File: src/rtl/core/reconnect_relay_generation_router_assert.svh
// Assertion macros shared by the relay generation router files.
`ifndef RECONNECT_RELAY_GENERATION_ROUTER_ASSERT_SVH
`define RECONNECT_RELAY_GENERATION_ROUTER_ASSERT_SVH

// Same-cycle implication, checked outside reset.
`define RRGR_ASSERT_IMPL(name, ante, cons, msg) \
    name: assert property (@(posedge clk) disable iff (!rst_n) (ante) |-> (cons)) \
        else $error(msg);

// Next-cycle implication, checked outside reset.
`define RRGR_ASSERT_NEXT(name, ante, cons, msg) \
    name: assert property (@(posedge clk) disable iff (!rst_n) (ante) |=> (cons)) \
        else $error(msg);

`endif

File: src/rtl/core/rrgr_pkg.sv
// Package: event codes, route codes and beat structs for the relay generation router.
package rrgr_pkg;

    typedef enum logic [2:0] {
        MODE_PREPARE_RETIRE   = 3'd0,
        MODE_CONFIRM_SHUTDOWN = 3'd1,
        MODE_BEGIN_RELEARN    = 3'd2,
        MODE_CLIENT_DGRAM     = 3'd3,
        MODE_SERVER_DGRAM     = 3'd4
    } mode_t;

    typedef enum logic [1:0] {
        ROUTE_REJECT = 2'd0,
        ROUTE_A      = 2'd1,
        ROUTE_B      = 2'd2
    } route_t;

    typedef struct packed {
        mode_t mode;
        logic  old_transport_done;
        logic  held_queue_empty;
        logic  shutdown_seen;
        logic  process_gone;
        logic  old_source_quiet;
        logic  source_ok;
        logic  is_connectionless;
        logic  carries_connect;
        logic  carries_accept;
    } rrgr_item_t;

    typedef struct packed {
        logic   accepted;
        route_t route;
    } rrgr_result_t;

endpackage

File: src/rtl/core/reconnect_relay_generation_router.sv
// Top level of the relay generation router: input register, decision core, result register.
// One beat in, one beat out, one beat per cycle sustained while out_stall is low. An
// accepted event is held in the input register and is decided there combinationally
// against the hand-over flags and the A-tail counter (flags and counter update as the
// beat moves on); its result is registered into the result register as it moves on
// and is shown from there. The result register is the only thing that holds a
// finished result, so a stalled result holds back the input register; while both
// registers are full, in_stall follows out_stall in the same cycle. Modes 5 to 7 are
// answered with accepted 0 and route 0 and change nothing.
// The A-tail counter saturates at all ones; a sequenced A-tail datagram that finds it full
// is rejected.
module reconnect_relay_generation_router #(
    parameter int TAIL_COUNT_WIDTH = 32
) (
    input  logic       clk,
    input  logic       rst_n,
    // event channel
    input  logic       in_valid,
    output logic       in_stall,
    input  logic [2:0] mode,
    input  logic       old_transport_done,
    input  logic       held_queue_empty,
    input  logic       shutdown_seen,
    input  logic       process_gone,
    input  logic       old_source_quiet,
    input  logic       source_ok,
    input  logic       is_connectionless,
    input  logic       carries_connect,
    input  logic       carries_accept,
    // result channel
    output logic       out_valid,
    input  logic       out_stall,
    output logic       accepted,
    output logic [1:0] route
);
    import rrgr_pkg::*;

    `include "reconnect_relay_generation_router_assert.svh"

    logic         in_valid_reg, in_valid_next;
    rrgr_item_t   in_item_reg;
    logic         out_valid_reg, out_valid_next;
    rrgr_result_t out_item_reg;
    rrgr_result_t core_result;
    rrgr_item_t   in_item;
    logic         in_take;
    logic         advance;

    // decide the held beat when the result slot is free or being drained this cycle
    assign advance  = in_valid_reg && (!out_valid_reg || !out_stall);
    assign in_stall = in_valid_reg && !advance;
    assign in_take  = in_valid && !in_stall;

    assign in_item.mode               = mode_t'(mode);
    assign in_item.old_transport_done = old_transport_done;
    assign in_item.held_queue_empty   = held_queue_empty;
    assign in_item.shutdown_seen      = shutdown_seen;
    assign in_item.process_gone       = process_gone;
    assign in_item.old_source_quiet   = old_source_quiet;
    assign in_item.source_ok          = source_ok;
    assign in_item.is_connectionless  = is_connectionless;
    assign in_item.carries_connect    = carries_connect;
    assign in_item.carries_accept     = carries_accept;

    rrgr_core #(
        .TAIL_COUNT_WIDTH (TAIL_COUNT_WIDTH)
    ) u_core (
        .clk    (clk),
        .rst_n  (rst_n),
        .step   (advance),
        .item   (in_item_reg),
        .result (core_result)
    );

    always_comb
    begin
        in_valid_next  = in_valid_reg;
        out_valid_next = out_valid_reg;
        if (in_take)
        begin
            in_valid_next = 1'b1;
        end
        else if (advance)
        begin
            in_valid_next = 1'b0;
        end
        if (advance)
        begin
            out_valid_next = 1'b1;
        end
        else if (!out_stall)
        begin
            out_valid_next = 1'b0;
        end
    end

    always_ff @(posedge clk or negedge rst_n)
    begin
        if (!rst_n)
        begin
            in_valid_reg  <= 1'b0;
            out_valid_reg <= 1'b0;
        end
        else
        begin
            in_valid_reg  <= in_valid_next;
            out_valid_reg <= out_valid_next;
        end
    end

    // payload registers, no reset
    always_ff @(posedge clk)
    begin
        if (in_take)
        begin
            in_item_reg <= in_item;
        end
        if (advance)
        begin
            out_item_reg <= core_result;
        end
    end

    assign out_valid = out_valid_reg;
    assign accepted  = out_item_reg.accepted;
    assign route     = out_item_reg.route;

    `RRGR_ASSERT_IMPL(a_route_implies_acc,
                      out_valid_reg && (out_item_reg.route != ROUTE_REJECT),
                      out_item_reg.accepted, "routed beat not accepted")
    `RRGR_ASSERT_NEXT(a_held_beat_kept, in_valid_reg && !advance, in_valid_reg,
                      "held event beat lost")
    `RRGR_ASSERT_NEXT(a_advance_fills, advance, out_valid_reg,
                      "decided beat not shown")

endmodule

File: src/rtl/core/rrgr_core.sv
// Hand-over state flags, A-tail counter and per-event decision logic.
module rrgr_core #(
    parameter int TAIL_COUNT_WIDTH = 32
) (
    input  logic                 clk,
    input  logic                 rst_n,
    input  logic                 step,
    input  rrgr_pkg::rrgr_item_t item,
    output rrgr_pkg::rrgr_result_t result
);
    import rrgr_pkg::*;

    `include "reconnect_relay_generation_router_assert.svh"

    logic retire_prepared_reg, retire_prepared_next;
    logic shutdown_confirmed_reg, shutdown_confirmed_next;
    logic relearn_ready_reg, relearn_ready_next;
    logic endpoint_learned_reg, endpoint_learned_next;
    logic connect_logged_reg, connect_logged_next;
    logic accept_logged_reg, accept_logged_next;
    logic [TAIL_COUNT_WIDTH-1:0] tail_count_reg, tail_count_next;

    logic any_b;
    logic tail_full;
    logic tail_zero;
    logic ok;
    route_t route_sel;

    assign any_b     = relearn_ready_reg | endpoint_learned_reg |
                       connect_logged_reg | accept_logged_reg;
    assign tail_full = (tail_count_reg == {TAIL_COUNT_WIDTH{1'b1}});
    assign tail_zero = (tail_count_reg == '0);

    always_comb
    begin
        retire_prepared_next    = retire_prepared_reg;
        shutdown_confirmed_next = shutdown_confirmed_reg;
        relearn_ready_next      = relearn_ready_reg;
        endpoint_learned_next   = endpoint_learned_reg;
        connect_logged_next     = connect_logged_reg;
        accept_logged_next      = accept_logged_reg;
        tail_count_next         = tail_count_reg;
        ok                      = 1'b0;
        route_sel               = ROUTE_REJECT;

        unique case (item.mode)
            MODE_PREPARE_RETIRE:
            begin
                if (!retire_prepared_reg && !shutdown_confirmed_reg && !any_b && tail_zero &&
                    item.old_transport_done && item.held_queue_empty)
                begin
                    retire_prepared_next = 1'b1;
                    ok = 1'b1;
                end
            end
            MODE_CONFIRM_SHUTDOWN:
            begin
                if (retire_prepared_reg && !shutdown_confirmed_reg && !any_b &&
                    item.shutdown_seen && item.process_gone)
                begin
                    shutdown_confirmed_next = 1'b1;
                    ok = 1'b1;
                end
            end
            MODE_BEGIN_RELEARN:
            begin
                if (!any_b && item.old_transport_done && item.old_source_quiet &&
                    item.held_queue_empty && retire_prepared_reg && shutdown_confirmed_reg)
                begin
                    relearn_ready_next = 1'b1;
                    ok = 1'b1;
                end
            end
            MODE_CLIENT_DGRAM:
            begin
                // endpoint learn sticks even if the rest of the checks refuse the beat
                if (relearn_ready_reg && item.source_ok &&
                    (endpoint_learned_reg || item.is_connectionless))
                begin
                    endpoint_learned_next = 1'b1;
                    if (accept_logged_reg || item.is_connectionless)
                    begin
                        if (!item.carries_connect)
                        begin
                            ok = 1'b1;
                        end
                        else if (item.is_connectionless && !accept_logged_reg)
                        begin
                            connect_logged_next = 1'b1;
                            ok = 1'b1;
                        end
                    end
                end
            end
            MODE_SERVER_DGRAM:
            begin
                if (shutdown_confirmed_reg && item.source_ok)
                begin
                    if (!relearn_ready_reg || !endpoint_learned_reg)
                    begin
                        if (item.is_connectionless)
                        begin
                            route_sel = ROUTE_A;
                        end
                        else if (!tail_full)
                        begin
                            tail_count_next = tail_count_reg + 1'b1;
                            route_sel = ROUTE_A;
                        end
                    end
                    else if (item.is_connectionless)
                    begin
                        if (!item.carries_accept)
                        begin
                            route_sel = ROUTE_B;
                        end
                        else if (connect_logged_reg && !accept_logged_reg)
                        begin
                            accept_logged_next = 1'b1;
                            route_sel = ROUTE_B;
                        end
                    end
                    else if (accept_logged_reg)
                    begin
                        route_sel = ROUTE_B;
                    end
                    else if (!tail_full)
                    begin
                        // sequenced A tail still draining
                        tail_count_next = tail_count_reg + 1'b1;
                        route_sel = ROUTE_A;
                    end
                end
                ok = (route_sel != ROUTE_REJECT);
            end
            default:
            begin
                ok = 1'b0;
            end
        endcase
    end

    assign result.accepted = ok;
    assign result.route    = route_sel;

    always_ff @(posedge clk or negedge rst_n)
    begin
        if (!rst_n)
        begin
            retire_prepared_reg    <= 1'b0;
            shutdown_confirmed_reg <= 1'b0;
            relearn_ready_reg      <= 1'b0;
            endpoint_learned_reg   <= 1'b0;
            connect_logged_reg     <= 1'b0;
            accept_logged_reg      <= 1'b0;
            tail_count_reg         <= '0;
        end
        else if (step)
        begin
            retire_prepared_reg    <= retire_prepared_next;
            shutdown_confirmed_reg <= shutdown_confirmed_next;
            relearn_ready_reg      <= relearn_ready_next;
            endpoint_learned_reg   <= endpoint_learned_next;
            connect_logged_reg     <= connect_logged_next;
            accept_logged_reg      <= accept_logged_next;
            tail_count_reg         <= tail_count_next;
        end
    end

    `RRGR_ASSERT_IMPL(a_sd_needs_retire, shutdown_confirmed_reg, retire_prepared_reg,
                      "shutdown confirmed without retire")
    `RRGR_ASSERT_IMPL(a_learn_needs_relearn, endpoint_learned_reg, relearn_ready_reg,
                      "endpoint learned before relearn")
    `RRGR_ASSERT_IMPL(a_conn_needs_learn, connect_logged_reg, endpoint_learned_reg,
                      "connect logged before endpoint learned")
    `RRGR_ASSERT_IMPL(a_acc_needs_conn, accept_logged_reg, connect_logged_reg,
                      "accept logged before connect")
    `RRGR_ASSERT_NEXT(a_tail_idle, !step, $stable(tail_count_reg),
                      "tail counter moved without a beat")

endmodule
File: config.mk
export PLATFORM = sky130hd
export DESIGN_NAME = reconnect_relay_generation_router
export DESIGN_NICKNAME = d
export VERILOG_FILES = /design/src/rtl/core/rrgr_pkg.sv /design/src/rtl/core/reconnect_relay_generation_router.sv /design/src/rtl/core/rrgr_core.sv
export VERILOG_INCLUDE_DIRS = /design/src /design/src/rtl/core
export SDC_FILE = /design/constraint.sdc
export NUM_CORES = 1
export LEC_CHECK = 0
export BUFFER_PORTS_ARGS = -buffer_cell sky130_fd_sc_hd__buf_2
export CAP_MARGIN = 25
export CORE_ASPECT_RATIO = 0.75
export CORE_UTILIZATION = 53
export DETAILED_ROUTE_END_ITERATION = 10
export PLACE_DENSITY = 0.82
export SETUP_SLACK_MARGIN = 0.15
export SYNTH_ARGS = -nofsm -noshare
export SYNTH_HDL_FRONTEND = slang
export SYNTH_HIERARCHICAL = 1
export SYNTH_SLANG_ARGS = --single-unit
File: constraint.sdc
create_clock -name clk -period 4 [get_ports clk]
set_input_delay 0.2 -clock clk [delete_from_list [all_inputs] [get_ports clk]]
set_output_delay 0.2 -clock clk [all_outputs]
set_load 0.05 [all_outputs]
---- After elaboration in Yosys (flattened, before gate mapping) ----
Cells that the tools add are included.
storage, ports and cells
  word-level logic and storage cells ...... 107
  output and inout port bits .............. 5
  flip-flop bits (word level) ............. 55
operators by class
  bitwise gates (word level) .............. 5
  multiplexer cells ....................... 26
  $add $sub $neg .......................... 1
  eq/ne operators ......................... 7
  reduce and logical (&&, ||, !) cells .... 47
operator list
  cell                                                                     number
  32-bit 2-to-1 mux                                                        5
  32-bit by 1-bit adder with 32-bit output, second input constant          1
  32-bit equality test, second input constant                              1
  32-bit logical NOT                                                       1
  1-bit logical AND                                                        22
  2-bit 2-to-1 mux                                                         8
  1-bit 2-to-1 mux                                                         12
  3-bit AND reduction                                                      4
  1-bit logical NOT                                                        10
  7-bit AND reduction                                                      1
  3-bit by 2-bit equality test with 1-bit output, second input constant    2
  6-bit AND reduction                                                      1
  1-bit one-hot mux with 5 select lines                                    1
  5-bit AND reduction                                                      1
  1-bit logical OR                                                         4
  2-bit nonzero test                                                       2
  3-bit by 1-bit equality test with 1-bit output, second input constant    1
  3-bit equality test, second input constant                               1
  3-bit logical NOT                                                        1
  1-bit OR                                                                 3
  2-bit by 1-bit inequality test with 1-bit output, second input constant  1
  2-bit inequality test, second input constant                             1
  1-bit NOT                                                                2

---- Depth between registers and ports, before layout ----
Gate-level depths: netlist of the first run.
  depth in word-level cells ............... 11
  mapped depth ............................ 7
  depth with buffers taken out ............ 6

---- Cells and area by module ----
The synthesis of the first run kept the hierarchy.
modules (own cells, without submodules)
  module                             cells an instance  times used  area each (um^2)
  rrgr_core                          208                1           2143.3
  reconnect_relay_generation_router  23                 1           543.0

---- Worst setup path after synthesis of the first run ----
No wires, ideal clock.
  kind .................................... register -> register
  from .................................... register out_valid_reg (netlist: out_valid)
  to ...................................... register u_core.tail_count_reg[16]
  path slack .............................. 1.332 ns
  stages on the path, launching flop included .. 8
  arrival time ............................ 2.589 ns
  path buffers ............................ 1
  cell sequence ........................... dfrtp_1 > a21boi_0 > nor2b_1 > nand4_1 > or2_2 > clkbuf_1 > nor4_1 > xor2_1
between the ends
  longest elaborated chain between the ends .. 4
ends and longest elaborated chain
  item                           RTL line                                  text
  from (decl)                    reconnect_relay_generation_router.sv:42   logic out_valid_reg, out_valid_next;
  from (signal assigned)         reconnect_relay_generation_router.sv:107  out_valid_reg <= out_valid_next;
  1-bit logical NOT              reconnect_relay_generation_router.sv:50   assign advance = in_valid_reg && (!out_valid_reg || !out_stall);
  1-bit logical OR               reconnect_relay_generation_router.sv:50
  1-bit logical AND              reconnect_relay_generation_router.sv:50
  via advance                    reconnect_relay_generation_router.sv:47   logic advance;
  5-bit AND reduction (no line)  --
  to (signal assigned)           rrgr_core.sv:166                          tail_count_reg <= tail_count_next;
  to (decl)                      rrgr_core.sv:21                           logic [TAIL_COUNT_WIDTH-1:0] tail_count_reg, tail_count_next;
The timed path passes the listed nets, and every way through them passes these cells.
A chain may end at the register's enable or synchronous reset.

---- Final worst setup path of the first run ----
  from .................................... register out_valid_reg (netlist: out_valid)
  to ...................................... register u_core.tail_count_reg[10]
Same word-level chain as after synthesis.

==> impl_results.html, run 1 <==
<table>
<tr><th>Metric</th><th>Value</th></tr>
<tr><th colspan="2">Worst setup path</th></tr>
<tr><td>Critical-path top delay cell</td><td>sky130_fd_sc_hd__or2_2</td></tr>
<tr><td>Worst path arrival time</td><td>2.83 ns</td></tr>
<tr><td>Worst path required time</td><td>4.24 ns</td></tr>
<tr><td>Worst setup SP type</td><td>flip-flop</td></tr>
<tr><td>Critical Path Fanout Max</td><td>12</td></tr>
<tr><td>Worst-path cell chain</td><td>a21boi_0 &gt; buf_4 &gt; nor2b_1 &gt; nand4_1 &gt; or2_2 &gt; nor4b_1 &gt; xor2_1</td></tr>
<tr><td>Peak per-stage delay on the critical path</td><td>0.54 ns</td></tr>
<tr><td>Crit path capture type</td><td>flip-flop</td></tr>
<tr><td>Reg2reg setup slack</td><td>1.41 ns</td></tr>
<tr><td>Critical path start-end classification</td><td>reg -&gt; reg</td></tr>
<tr><th colspan="2">Synthesis</th></tr>
<tr><td>Top cell type by total area after synthesis</td><td>sky130_fd_sc_hd__dfrtp_1</td></tr>
<tr><td>Number of synthesized register bits</td><td>55</td></tr>
<tr><td>Top-count cell post-synth</td><td>sky130_fd_sc_hd__dfrtp_1</td></tr>
<tr><td>Number of distinct library cells after synthesis</td><td>50</td></tr>
<tr><td>Most common library cells after synthesis</td><td>sky130_fd_sc_hd__dfrtp_1 (40), sky130_fd_sc_hd__xnor2_1 (24), sky130_fd_sc_hd__nand4_1 (18)</td></tr>
<tr><td>Ys Warns</td><td>6</td></tr>
<tr><td>Gate count after technology mapping</td><td>231</td></tr>
<tr><td>Async SR Flop Fraction</td><td>72.7%</td></tr>
<tr><td>Area fraction of the dominant cell type after synthesis</td><td>37.3%</td></tr>
<tr><td>Cells taking the most area after synthesis</td><td>sky130_fd_sc_hd__dfrtp_1 (37%), sky130_fd_sc_hd__edfxtp_1 (17%), sky130_fd_sc_hd__xnor2_1 (7.8%), sky130_fd_sc_hd__nand4_1 (4.2%), sky130_fd_sc_hd__nor4_1 (3.3%)</td></tr>
<tr><td>Synthesized Nets</td><td>249</td></tr>
<tr><td>Summed instance area of the synthesized netlist</td><td>2690 um2</td></tr>
<tr><td>Sequential area share after synthesis</td><td>54.0%</td></tr>
<tr><td>Count of flip-flops with a built-in enable after synthesis</td><td>15</td></tr>
<tr><td>Average footprint of a synthesized cell</td><td>11.6 um2</td></tr>
<tr><td>Most used flip-flop cell after synthesis</td><td>sky130_fd_sc_hd__dfrtp_1</td></tr>
<tr><th colspan="2">Timing</th></tr>
<tr><td>Unrepaired setup endpoints after global routing</td><td>false</td></tr>
<tr><td># setup viols final</td><td>0</td></tr>
<tr><td>Setup TNS Final</td><td>0 ns</td></tr>
<tr><td>Slew Limit Fails</td><td>0</td></tr>
<tr><td>Layout Skew</td><td>0.00672 ns</td></tr>
<tr><td>Final count of hold timing violations</td><td>0</td></tr>
<tr><td>Tightest Pin Transition</td><td>0.563 ns</td></tr>
<tr><td>Final critical-path share of the clock period</td><td>64.7%</td></tr>
<tr><td>Final Critical Period</td><td>2.59 ns</td></tr>
<tr><td>Smallest setup slack after layout</td><td>1.41 ns</td></tr>
<tr><td>Worst slew slack as a fraction of its limit</td><td>62.4%</td></tr>
<tr><td>Maximum operating frequency</td><td>0.386 GHz</td></tr>
<tr><th colspan="2">Final layout</th></tr>
<tr><td>Sequential cell area</td><td>1450 um2</td></tr>
<tr><td>Filler instances</td><td>392</td></tr>
<tr><td>Flip-flop count of the largest register after layout</td><td>32</td></tr>
<tr><td>Multi-input gate area in the final layout</td><td>1190 um2</td></tr>
<tr><td>Area of all placed cells without fillers</td><td>3020 um2</td></tr>
<tr><td>Synthesis-to-layout area growth</td><td>12.3%</td></tr>
<tr><td>Final core occ</td><td>61.9%</td></tr>
<tr><td>Post-layout nets</td><td>275</td></tr>
<tr><td>Proportion of layout cells with a drive suffix above 1</td><td>19.0%</td></tr>
<tr><td>Layout Cells excl Fill</td><td>318</td></tr>
<tr><td>Diode insertion count for antenna repair</td><td>0</td></tr>
<tr><th colspan="2">Floorplanning</th></tr>
<tr><td>I/O Pins</td><td>21</td></tr>
<tr><td>Initial core utilization</td><td>55.1%</td></tr>
<tr><td>Die X</td><td>84.2 um</td></tr>
<tr><td>Core region area</td><td>4870 um2</td></tr>
<tr><td>Chip Height</td><td>63.7 um</td></tr>
<tr><td>Die area</td><td>5360 um2</td></tr>
<tr><td>Number of cell rows</td><td>22</td></tr>
<tr><th colspan="2">Placement</th></tr>
<tr><td>Number of buffers inserted by port buffering</td><td>20</td></tr>
<tr><td>Placed Instances</td><td>308</td></tr>
<tr><td>Final weighted congestion of routability-driven global placement</td><td>0.832</td></tr>
<tr><td>Place WS</td><td>1.52 ns</td></tr>
<tr><td>Dpl cell area</td><td>2850 um2</td></tr>
<tr><td>HPWL Detailed</td><td>3800 um</td></tr>
<tr><th colspan="2">Clocking</th></tr>
<tr><td># H-tree levels</td><td>2</td></tr>
<tr><td>TritonCTS clock tree</td><td>yes</td></tr>
<tr><td>Post-CTS Setup Bufs</td><td>0</td></tr>
<tr><td>Clock transition at path regs</td><td>0.10 ns</td></tr>
<tr><td>Clock sinks</td><td>55</td></tr>
<tr><td>Deepest clock path buffer count</td><td>2</td></tr>
<tr><td>Library cell used as clock root buffer</td><td>sky130_fd_sc_hd__clkbuf_8</td></tr>
<tr><td>Clk Latency, worst-skew pair</td><td>0.32 ns</td></tr>
<tr><td>Number of buffers added by the clock tree synthesis step</td><td>5</td></tr>
<tr><th colspan="2">Global routing</th></tr>
<tr><td>Top Usage Layer GRT</td><td>met2</td></tr>
<tr><td>Met2 track demand over resource</td><td>34.1%</td></tr>
<tr><td>Met3 global-route usage</td><td>4.33%</td></tr>
<tr><td>Maximum number of pins on one net before global-route repair</td><td>41</td></tr>
<tr><td>Gr usage total</td><td>22.8%</td></tr>
<tr><td>Gr ovfl total</td><td>0</td></tr>
<tr><td>Number of global-route vias before repair</td><td>1900</td></tr>
<tr><td>Global-route met1 utilization</td><td>32.6%</td></tr>
<tr><td>Global-route wire length before repair</td><td>9340 um</td></tr>
<tr><td>Antenna violations before repair</td><td>0</td></tr>
<tr><th colspan="2">Run status</th></tr>
<tr><td>Result of the run</td><td>completed</td></tr>
<tr><th colspan="2">Route</th></tr>
<tr><td>1st-pass router iterations</td><td>5</td></tr>
<tr><td>Detailed-route via count</td><td>1944</td></tr>
<tr><td>Via-to-Cell Ratio</td><td>6.11</td></tr>
<tr><td>Initial DRC Count</td><td>225</td></tr>
<tr><td>Remaining DRCs</td><td>0</td></tr>
<tr><td>Total routed wirelength</td><td>5330 um</td></tr>
<tr><td>Final routed wire length divided by cell count</td><td>16.7 um</td></tr>
<tr><td>Post-DRT Antenna Nets</td><td>0</td></tr>
<tr><th colspan="2">Pwr</th></tr>
<tr><td>Leakage</td><td>1.32 nW</td></tr>
<tr><td>Peak ir drop on the vdd network</td><td>222 uV</td></tr>
<tr><td>Power Dens Cells</td><td>357 nW/um2</td></tr>
<tr><th colspan="2">Worst hold path</th></tr>
<tr><td>Min-Delay Path Class</td><td>in -&gt; reg</td></tr>
<tr><th colspan="2">Flow run</th></tr>
<tr><td>Max-cap violations</td><td>0</td></tr>
</table>
==> metrics by stage <==
stage,total power [mW],hold WS [ns]
floorplan,0.630,-0.0956
global placement,0.654,0.377
detailed placement,0.655,0.378
CTS,1.08,0.0439
global route,1.12,0.0343
finish,1.08,0.0484
==> final cells by class <==
type,instances,share of cell area [%]
clock buffers,5,2.28
clock inverters,3,2.24
inverters,8,0.995
multi-input cells,164,39.3
flip-flops and latches,55,48.1
well taps,60,2.49
repair buffers,23,4.56
==> cells by family after synthesis <==
family / Yosys count / synth area share, %
AO/OA/AOI/OAI: 19 / 5.50
XOR/XNOR: 29 / 9.45
adder cells (fa/ha/maj): 2 / 0.931
buffers and inverters: 12 / 1.82
flip-flops: 55 / 54.0
multiplexers: 1 / 0.419
AND/OR/NAND/NOR: 113 / 27.9
==> placed cells by master, fill, tap and decap left out, types with 3 or more instances in the layout <==
master                     synthesis  layout
sky130_fd_sc_hd__nand4_1          18      18
sky130_fd_sc_hd__nor3_1            3       3
sky130_fd_sc_hd__nor4_1           14      14
sky130_fd_sc_hd__dfrtp_1          40      40
sky130_fd_sc_hd__nor2_1           12      12
sky130_fd_sc_hd__buf_2             0      20
sky130_fd_sc_hd__a21o_1            4       4
sky130_fd_sc_hd__nand2_1           9       9
sky130_fd_sc_hd__clkbuf_8          0       5
sky130_fd_sc_hd__nor4b_1           3       3
sky130_fd_sc_hd__edfxtp_1         15      15
sky130_fd_sc_hd__and3_1            6       6
sky130_fd_sc_hd__xnor2_1          24      24
sky130_fd_sc_hd__inv_1             8       8
sky130_fd_sc_hd__nor2b_1           3       3
sky130_fd_sc_hd__nand3_1          16      16
sky130_fd_sc_hd__xor2_1            5       5
sky130_fd_sc_hd__a21oi_1           3       3
==> power breakdown <==
group	internal (mW)	switching [mW]	leakage (nW)	total (mW)
combinational	0.0159	0.0334	0.579	0.0492
sequential	0.590	0.00677	0.677	0.597
clock	0.249	0.181	0.0644	0.430
==> timing repair <==
action                                  4_1_cts  5_1_grt
endpoints found under the setup margin        0        0
hold endpoints to repair                      0       40
hold buffers                                  0        1
resized for setup                             0        0
==> final timing paths <==
| kind | from | to | cells past startpoint |
|---|---|---|---|
| max | out_valid$_DFFE_PN0P_ | u_core/tail_count_reg[10]$_DFFE_PN0P_ | 7 |
| min | old_transport_done | in_item_reg[8]$_DFFE_PP_ | 1 |
| max reg2reg | out_valid$_DFFE_PN0P_ | u_core/tail_count_reg[10]$_DFFE_PN0P_ | 7 |
| min reg2reg | u_core/tail_count_reg[31]$_DFFE_PN0P_ | u_core/tail_count_reg[31]$_DFFE_PN0P_ | 1 |
| max in group asynchronous | rst_n | u_core/tail_count_reg[21]$_DFFE_PN0P_ | 3 |
| min in group asynchronous | rst_n | u_core/tail_count_reg[28]$_DFFE_PN0P_ | 3 |
==> routing by layer <==
metal	share of wire, %	vias up
li1	-	919
met5	0	-
met2	43	74
met1	49	942
met3	6.1	9
met4	1.7	0
==> worst max-delay path, delay by kind of cell (launching register included) <==
| family | cells | cell delay (ns) |
|---|---|---|
| DFF | 1 | 0.42 |
| xor gates and xnor gates | 1 | 0.19 |
| and+or+nand+nor | 4 | 1.53 |
| AOI/OAI and AO/OA | 1 | 0.18 |
| buffers and inverters | 1 | 0.20 |
No activity file was read; power rests on OpenSTA's default activity.
==> inputs of run 2 (changes only) <==
- PLACE_DENSITY: 0.82 -> 0.85
- clock period: 4 -> 2.3 ns (I/O delays scaled with it)
==> run 2 against run 1 <==
  * The run now ends with design-rule violations left
  * Combinational power grew 110%
  * Highest routed layer unchanged
  * Die area is the same
  * First-iteration DRC count shrank 2.2%
  * Largest cell class unchanged
  * Final area grew 5.2%
==> impl_results.html, run 2 (synthesized netlist as in run 1, its figures left out) <==
<table>
<tr><th>Metric</th><th>Value</th></tr>
<tr><th colspan="2">Worst setup path</th></tr>
<tr><td>Worst setup SP type</td><td>flip-flop</td></tr>
<tr><td>Critical Path Fanout Max</td><td>11</td></tr>
<tr><td>Worst path arrival time</td><td>2.30 ns</td></tr>
<tr><td>Critical path start-end classification</td><td>reg -&gt; reg</td></tr>
<tr><td>Crit path capture type</td><td>flip-flop</td></tr>
<tr><td>R2R cell count</td><td>7</td></tr>
<tr><td>Worst path required time</td><td>2.51 ns</td></tr>
<tr><th colspan="2">Timing</th></tr>
<tr><td>Maximum operating frequency</td><td>0.478 GHz</td></tr>
<tr><td>Unrepaired setup endpoints after global routing</td><td>true</td></tr>
<tr><td>Final Critical Period</td><td>2.09 ns</td></tr>
<tr><td>Final critical-path share of the clock period</td><td>90.9%</td></tr>
<tr><td>Setup TNS Final</td><td>0 ns</td></tr>
<tr><td>Layout Skew</td><td>0.00818 ns</td></tr>
<tr><td>Slew Limit Fails</td><td>0</td></tr>
<tr><td>Tightest Pin Transition</td><td>0.878 ns</td></tr>
<tr><td>Final count of hold timing violations</td><td>0</td></tr>
<tr><td>Worst slew slack as a fraction of its limit</td><td>41.5%</td></tr>
<tr><td>Minimum hold slack</td><td>0.0707 ns</td></tr>
<tr><td># setup viols final</td><td>0</td></tr>
<tr><th colspan="2">Global routing</th></tr>
<tr><td>Gr ovfl total</td><td>0</td></tr>
<tr><td>Gr usage total</td><td>22.3%</td></tr>
<tr><td>Number of global-route vias before repair</td><td>1858</td></tr>
<tr><td>Maximum number of pins on one net before global-route repair</td><td>41</td></tr>
<tr><td>Global-route wire length before repair</td><td>9110 um</td></tr>
<tr><td>Antenna violations before repair</td><td>0</td></tr>
<tr><th colspan="2">Placement</th></tr>
<tr><td>Number of buffers inserted by port buffering</td><td>20</td></tr>
<tr><td>HPWL Detailed</td><td>3770 um</td></tr>
<tr><td>Placed Instances</td><td>311</td></tr>
<tr><td>Final weighted congestion of routability-driven global placement</td><td>0.876</td></tr>
<tr><th colspan="2">Route</th></tr>
<tr><td>Initial DRC Count</td><td>220</td></tr>
<tr><td>Final routed wire length divided by cell count</td><td>16.5 um</td></tr>
<tr><td>Via-to-Cell Ratio</td><td>5.94</td></tr>
<tr><td>1st-pass router iterations</td><td>7</td></tr>
<tr><td>Detailed-route via count</td><td>1997</td></tr>
<tr><td>Post-DRT Antenna Nets</td><td>0</td></tr>
<tr><td>Total routed wirelength</td><td>5560 um</td></tr>
<tr><td>Remaining DRCs</td><td>2</td></tr>
<tr><th colspan="2">Worst hold path</th></tr>
<tr><td>Min-Delay Path Class</td><td>in -&gt; reg</td></tr>
<tr><td>Number of cells on the worst hold path</td><td>2</td></tr>
<tr><th colspan="2">Clocking</th></tr>
<tr><td>Clk Latency, worst-skew pair</td><td>0.32 ns</td></tr>
<tr><td>Library cell used as clock root buffer</td><td>sky130_fd_sc_hd__clkbuf_8</td></tr>
<tr><td># H-tree levels</td><td>2</td></tr>
<tr><td>Deepest clock path buffer count</td><td>2</td></tr>
<tr><td>Clock sinks</td><td>55</td></tr>
<tr><td>TritonCTS clock tree</td><td>yes</td></tr>
<tr><td>Clock transition at path regs</td><td>0.11 ns</td></tr>
<tr><td>Number of buffers added by the clock tree synthesis step</td><td>5</td></tr>
<tr><th colspan="2">Floorplanning</th></tr>
<tr><td>Number of cell rows</td><td>22</td></tr>
<tr><td>Die X</td><td>84.2 um</td></tr>
<tr><td>I/O Pins</td><td>21</td></tr>
<tr><td>Initial core utilization</td><td>55.1%</td></tr>
<tr><td>Die area</td><td>5360 um2</td></tr>
<tr><td>Chip Height</td><td>63.7 um</td></tr>
<tr><td>Core region area</td><td>4870 um2</td></tr>
<tr><th colspan="2">Final layout</th></tr>
<tr><td>Commonest non-fill, non-tap cells in the layout</td><td>sky130_fd_sc_hd__dfrtp_1 (36), sky130_fd_sc_hd__xnor2_1 (24), sky130_fd_sc_hd__buf_2 (20)</td></tr>
<tr><td>Diode insertion count for antenna repair</td><td>0</td></tr>
<tr><td>Post-layout nets</td><td>293</td></tr>
<tr><td>Flip-flop count of the largest register after layout</td><td>32</td></tr>
<tr><td>Filler instances</td><td>339</td></tr>
<tr><td>Final core occ</td><td>65.2%</td></tr>
<tr><td>Proportion of layout cells with a drive suffix above 1</td><td>21.4%</td></tr>
<tr><td>Layout Cells excl Fill</td><td>336</td></tr>
<tr><td>Synthesis-to-layout area growth</td><td>18.2%</td></tr>
<tr><td>Commonest non-fill, non-tap cell in the layout</td><td>sky130_fd_sc_hd__dfrtp_1</td></tr>
<tr><th colspan="2">Run status</th></tr>
<tr><td>Result of the run</td><td>complete, but fails checks</td></tr>
<tr><td>Violated checks</td><td>design-rule violations</td></tr>
<tr><th colspan="2">Pwr</th></tr>
<tr><td>Tot Pwr</td><td>1.81 mW</td></tr>
<tr><td>Peak ir drop on the vdd network</td><td>345 uV</td></tr>
<tr><td>Leakage</td><td>1.41 nW</td></tr>
<tr><td>Power Dens Cells</td><td>569 nW/um2</td></tr>
<tr><th colspan="2">Flow run</th></tr>
<tr><td>Max-cap violations</td><td>0</td></tr>
</table>
[run 2: cell types whose count changed in the layout (fill, tap and decap cells not counted), moves of 4 or more]
cell / delta
sky130_fd_sc_hd__dlygate4sd3_1: +13
sky130_fd_sc_hd__buf_4: +6
sky130_fd_sc_hd__dfrtp_2: +4
sky130_fd_sc_hd__dfrtp_1: -4
[run 2: worst paths after layout]
check | start | endpoint | slack, ns
hold reg to reg | in_valid_reg$_DFFE_PN0P_ | out_valid$_DFFE_PN0P_ | 0.52
setup / recovery | out_valid$_DFFE_PN0P_ | u_core/tail_count_reg[26]$_DFFE_PN0P_ | 0.21
hold / removal | out_stall | out_valid$_DFFE_PN0P_ | 0.07
max in group asynchronous | rst_n | u_core/tail_count_reg[9]$_DFFE_PN0P_ | 1.25
min in group asynchronous | rst_n | u_core/tail_count_reg[22]$_DFFE_PN0P_ | 0.45
setup reg to reg | out_valid$_DFFE_PN0P_ | u_core/tail_count_reg[26]$_DFFE_PN0P_ | 0.21
[run 2: cell type report]
cell class	instances	area (um2)	area share [%]
timing repair buffer	41	293	9.22
sequential	55	1460	45.9
inverter	8	30.0	0.946
clock buffer	5	68.8	2.17
clock inverter	3	47.5	1.50
tap	60	75.1	2.37
multi-input combinational	164	1200	37.9
[run 2: what timing repair did]
action / 4_1_cts / 5_1_grt
setup buffers: 0 / 3
endpoints found under the hold margin: 53 / 0
hold buffers: 14 / 0
setup endpoints to repair: 0 / 8
gates resized for setup: 0 / 4
[run 2: through the flow]
stage	area, um2	setup WS [ns]
2_1_floorplan	2700	0.181
3_3_place_gp	2890	0.277
3_5_place_dp	2890	0.197
4_1_cts	3140	0.181
5_1_grt	3170	0.126
6_report	3170	0.209
[run 2: per-layer routing]
metal  GRT usage (%)  wire length [um]
met5               0                 0
met4            7.76                76
met3            4.19               358
met2            33.2              2510
met1            32.7              2610
[run 2: power breakdown]
group          switching, mW  internal (mW)
registers             0.0125           1.03
clock network          0.336          0.331
logic                 0.0606         0.0405
[run 2: worst max-delay path, stage by stage, from the launching register on]
cell                       delay [ns]
sky130_fd_sc_hd__dfrtp_2         0.46
sky130_fd_sc_hd__a21boi_4        0.16
sky130_fd_sc_hd__nor2b_1         0.14
sky130_fd_sc_hd__nand4_1         0.13
sky130_fd_sc_hd__buf_4           0.21
sky130_fd_sc_hd__nor4_4          0.49
sky130_fd_sc_hd__nand4_1         0.22
sky130_fd_sc_hd__xnor2_1         0.17
